### src/rtl/flm_ram.sv
`timescale 1ns / 1ps
// ----------------------------------------------------------------------------
// flm_ram
// Generic synchronous RAM with one write port and one registered, enabled read port.
// ----------------------------------------------------------------------------
module flm_ram #(
    parameter int WIDTH = 32,
    parameter int DEPTH = 64
) (
    input  logic                                   clk,
    input  logic                                   we,
    input  logic [((DEPTH > 1) ? $clog2(DEPTH) : 1)-1:0] waddr,
    input  logic [WIDTH-1:0]                       wdata,
    input  logic                                   re,
    input  logic [((DEPTH > 1) ? $clog2(DEPTH) : 1)-1:0] raddr,
    output logic [WIDTH-1:0]                       rdata
);

    logic [WIDTH-1:0] mem [DEPTH];
    logic [WIDTH-1:0] rdata_reg;

    always_ff @(posedge clk)
    begin
        if (we)
        begin
            mem[waddr] <= wdata;
        end
        if (re)
        begin
            rdata_reg <= mem[raddr];
        end
    end

    assign rdata = rdata_reg;

endmodule
### config.mk
export PLATFORM = sky130hd
export DESIGN_NAME = flm_ram
export DESIGN_NICKNAME = d
export VERILOG_FILES = /design/src/rtl/flm_ram.sv
export SDC_FILE = /design/constraint.sdc
export NUM_CORES = 2
export LEC_CHECK = 0
export BUFFER_PORTS_ARGS = -buffer_cell sky130_fd_sc_hd__buf_2
export CAP_MARGIN = 20
export CORE_MARGIN = 10
export CORE_UTILIZATION = 63
export CTS_CLUSTER_DIAMETER = 150
export DETAILED_ROUTE_END_ITERATION = 8
export PLACE_DENSITY = 0.89
export SLEW_MARGIN = 20
export SYNTH_ARGS = -nofsm -noshare
export SYNTH_HDL_FRONTEND = slang
export SYNTH_SLANG_ARGS = --single-unit
export TNS_END_PERCENT = 20
### constraint.sdc
create_clock -name clk -period 4.3 [get_ports clk]
set_input_delay 0 -clock clk [delete_from_list [all_inputs] [get_ports clk]]
set_output_delay 0 -clock clk [all_outputs]
set_load 0.005 [all_outputs]
==> flow_summary.toml <==
[yosys]
syn_inst = 3324
syn-num-nets = 3371
yosys.cell_types.count = 33
yosysWarnings = 0
syn_avg_cell_area_sq_um = 23.7
syn_area_sq_um = 78800
ys.flop_type = "edfxtp_1"
ys_ff_latch = 2080
ys_seq_area_share_pct = 79.2
synthArstFlopShare_pct = 0
synth_edf_count = 2080

[worst_setup_path]
crit_fanout = 1
crit_arrival_ns = 3.52
r2r_cells = 4
startpoint = "mem[23][22]$_DFFE_PP_"
ff2ff_setup_slack_ns = 1.29
path_common_cell = "mux4_2"
r2r-end = "rdata[22]$_DFFE_PP_"
crit_path_top_delay_cell = "o22ai_1"
cp.required_ns = 4.81
cpLargestDelayFamily = "multiplexers"
start_kind = "register"
worstPathCellList = "mux4_2 > mux4_2 > o22ai_1 > nor2_1"
slowest_delay_ns = 0.98
path_class = "reg2reg"
crit-reg2reg-launch = "mem[23][22]$_DFFE_PP_"
path_buf_inv = 0
cp-end-kind = "register"

[sta]
tightest_slew_ns = 1.26
skew_ns = 0.0447
period_share_pct = 70.1
slew_viol_final = 0
hold_viol = 0
finalSetupTns_ns = 0
fin_crit_ns = 3.01
max_slew_margin_pct = 16.3
grt_setup_unrepaired = "false"
setup_viol_count_final = 0
fmax_mhz = 332

[grt]
antenna_found_initial = 16
grt_remaining_overflow = 0
grt_pass1_vias = 42641
grt_start_max_net_pins = 83
grt_first_pass_wirelength_um = 351000
grt_usage_pct = 36.3

[min_path]
min_path_cells = 3
hold_class = "in2reg"
whs_endpoint = "mem[48][3]$_DFFE_PP_"
hold_start = "waddr[2]"

[detailed_routing]
first_pass_iters = 6
drcViolationCount = 0
drt-initial-drc-count = 9308
wire_per_inst_um = 47.1
ant_nets = 0
drt-vias-per-instance = 7.99
vias = 43013
wl_um = 254000

[final_layout]
area_delta_synth_final_pct = 12.4
drive_gt1_share_pct = 29.3
fill_cells = 6131
largest_reg_flops = 2048
final_cell_count_no_fill = 5384
seqCellArea_sq_um = 62500
finalNetCount = 3633
multi_input_area_sq_um = 16000

[power_and_ir_drop]
irDropWorstVdd_uv = 358
powerDensity_nw_per_um2 = 472
leakagePower_nw = 27.6
p_total_mw = 41.8

[clock_network]
numCtsBuffers = 190
cts_tree = "done"
root_buffer = "clkbuf_16"
htreeDepth = 4
cts_num_sinks = 2080
cts_buffer_depth = 3
insertion_delay_ns = 0.83
clk_pin_slew_ns = 0.07
cts_setup_buffers = 0

[die]
io_pins = 79
dieHeight_um = 374
rows = 129
start_util_pct = 63.6
fp.dieW_um = 374
die-area_sq_um = 140000
core_area_sq_um = 124000

[placement]
gp_congestion = 0.811
dp_hpwl_um = 126000
dp_cells = 4995
portBuffers = 78

[run_status]
outcome = "finished, final reports clean"

[run]
cap_violations = 0
## cell type report
| type | count | share of cell area (%) |
|---|---|---|
| Clock inverter | 112 | 1.11 |
| Antenna cell | 4 | 0.0113 |
| Timing Repair Buffer | 252 | 2.37 |
| Multi-Input combinational cell | 1062 | 18.0 |
| Tap cell | 1637 | 2.31 |
| Sequential cell | 2080 | 70.5 |
| Clock buffer | 237 | 5.66 |
## synth_stat cells (all sizes together), types with 7 or more instances
master,count,area [sq um]
o221ai,27,236
a311oi,8,70.1
mux2i,93,931
clkbuf,74,278
mux4,544,12300
buf,108,608
o22ai,84,526
a22oi,12,90.1
nand2,26,97.6
nor2b,15,93.8
nor2,137,514
nand2b,8,50.1
a21oi,62,310
nor3,7,35.0
edfxtp,2080,62500
## metrics by stage
stage / hold WS (ns) / setup WS [ns] / instance area [sq um] / util (%)
CTS: 0.00583 / 1.56 / 88200 / 71.2
global placement: 0.416 / 0.952 / 82100 / 66.2
detailed placement: 0.404 / 0.843 / 82100 / 66.2
global route: 0.115 / 1.39 / 88600 / 71.5
finish: 0.159 / 1.29 / 88600 / 71.5
floorplan: 0.0989 / 1.14 / 78800 / -
## worst register-to-register path, stage by stage, from the launching register on
cell	delay, ns
edfxtp_1	0.42
mux4_2	0.56
mux4_2	0.54
o22ai_1	0.98
nor2_1	0.20
## repair_timing
action | in CTS | in global routing
hold buffers | 12 | 23
resized for setup | 0 | 0
hold endpoints to repair | 311 | 1472
## metal layers
| metal | share of wire [%] | global-route usage, % |
|---|---|---|
| met3 | 15 | 10.5 |
| met2 | 48 | 58.2 |
| met1 | 28 | 43.1 |
| met4 | 9.2 | 24.2 |
| met5 | 0.035 | 0 |
## layout by cell type, fill, tap and decap left out, types with 6 or more instances in the layout
| cell | count |
|---|---|
| mux4_2 | 544 |
| clkinvlp_4 | 6 |
| clkinv_2 | 37 |
| nor2_4 | 62 |
| o221ai_1 | 27 |
| mux2i_1 | 93 |
| a22oi_1 | 12 |
| clkbuf_16 | 194 |
| clkinv_1 | 42 |
| dlygate4sd3_1 | 35 |
| clkbuf_1 | 43 |
| nand2b_1 | 8 |
| buf_2 | 45 |
| inv_6 | 6 |
| nor2_1 | 75 |
| nand2_1 | 25 |
| o22ai_1 | 84 |
| edfxtp_1 | 2080 |
| buf_12 | 15 |
| a311oi_1 | 8 |
| buf_4 | 153 |
| nor2b_1 | 15 |
| a21oi_1 | 62 |
| bufinv_16 | 14 |
## where the power goes
group          internal [mW]  switching, mW
clock                   9.14           7.86
combinational          0.769           1.48
sequential              22.5          0.105
## worst max path at each step
stage / end / slack [ns] / cells past startpoint
floorplan: mem[48][0]$_DFFE_PP_ / 1.14 / 4
detailed placement: rdata[30]$_DFFE_PP_ / 0.84 / 6
CTS: rdata[22]$_DFFE_PP_ / 1.56 / 4
finish: rdata[22]$_DFFE_PP_ / 1.29 / 4
global placement: rdata[6]$_DFFE_PP_ / 0.95 / 7
global route: rdata[22]$_DFFE_PP_ / 1.39 / 4
## kinds of logic (layout without fill, tap and decap cells)
logic type	count (synthesis)	after routing	share of synthesized area, %
DFF	2080	2080	79.2
muxes	637	637	16.7
and+or+nand+nor	223	223	1.26
AOI/OAI and AO/OA	202	202	1.67
buffers and inverters	182	601	1.12
other	0	4	0
Power figures use the tool's default switching activity.
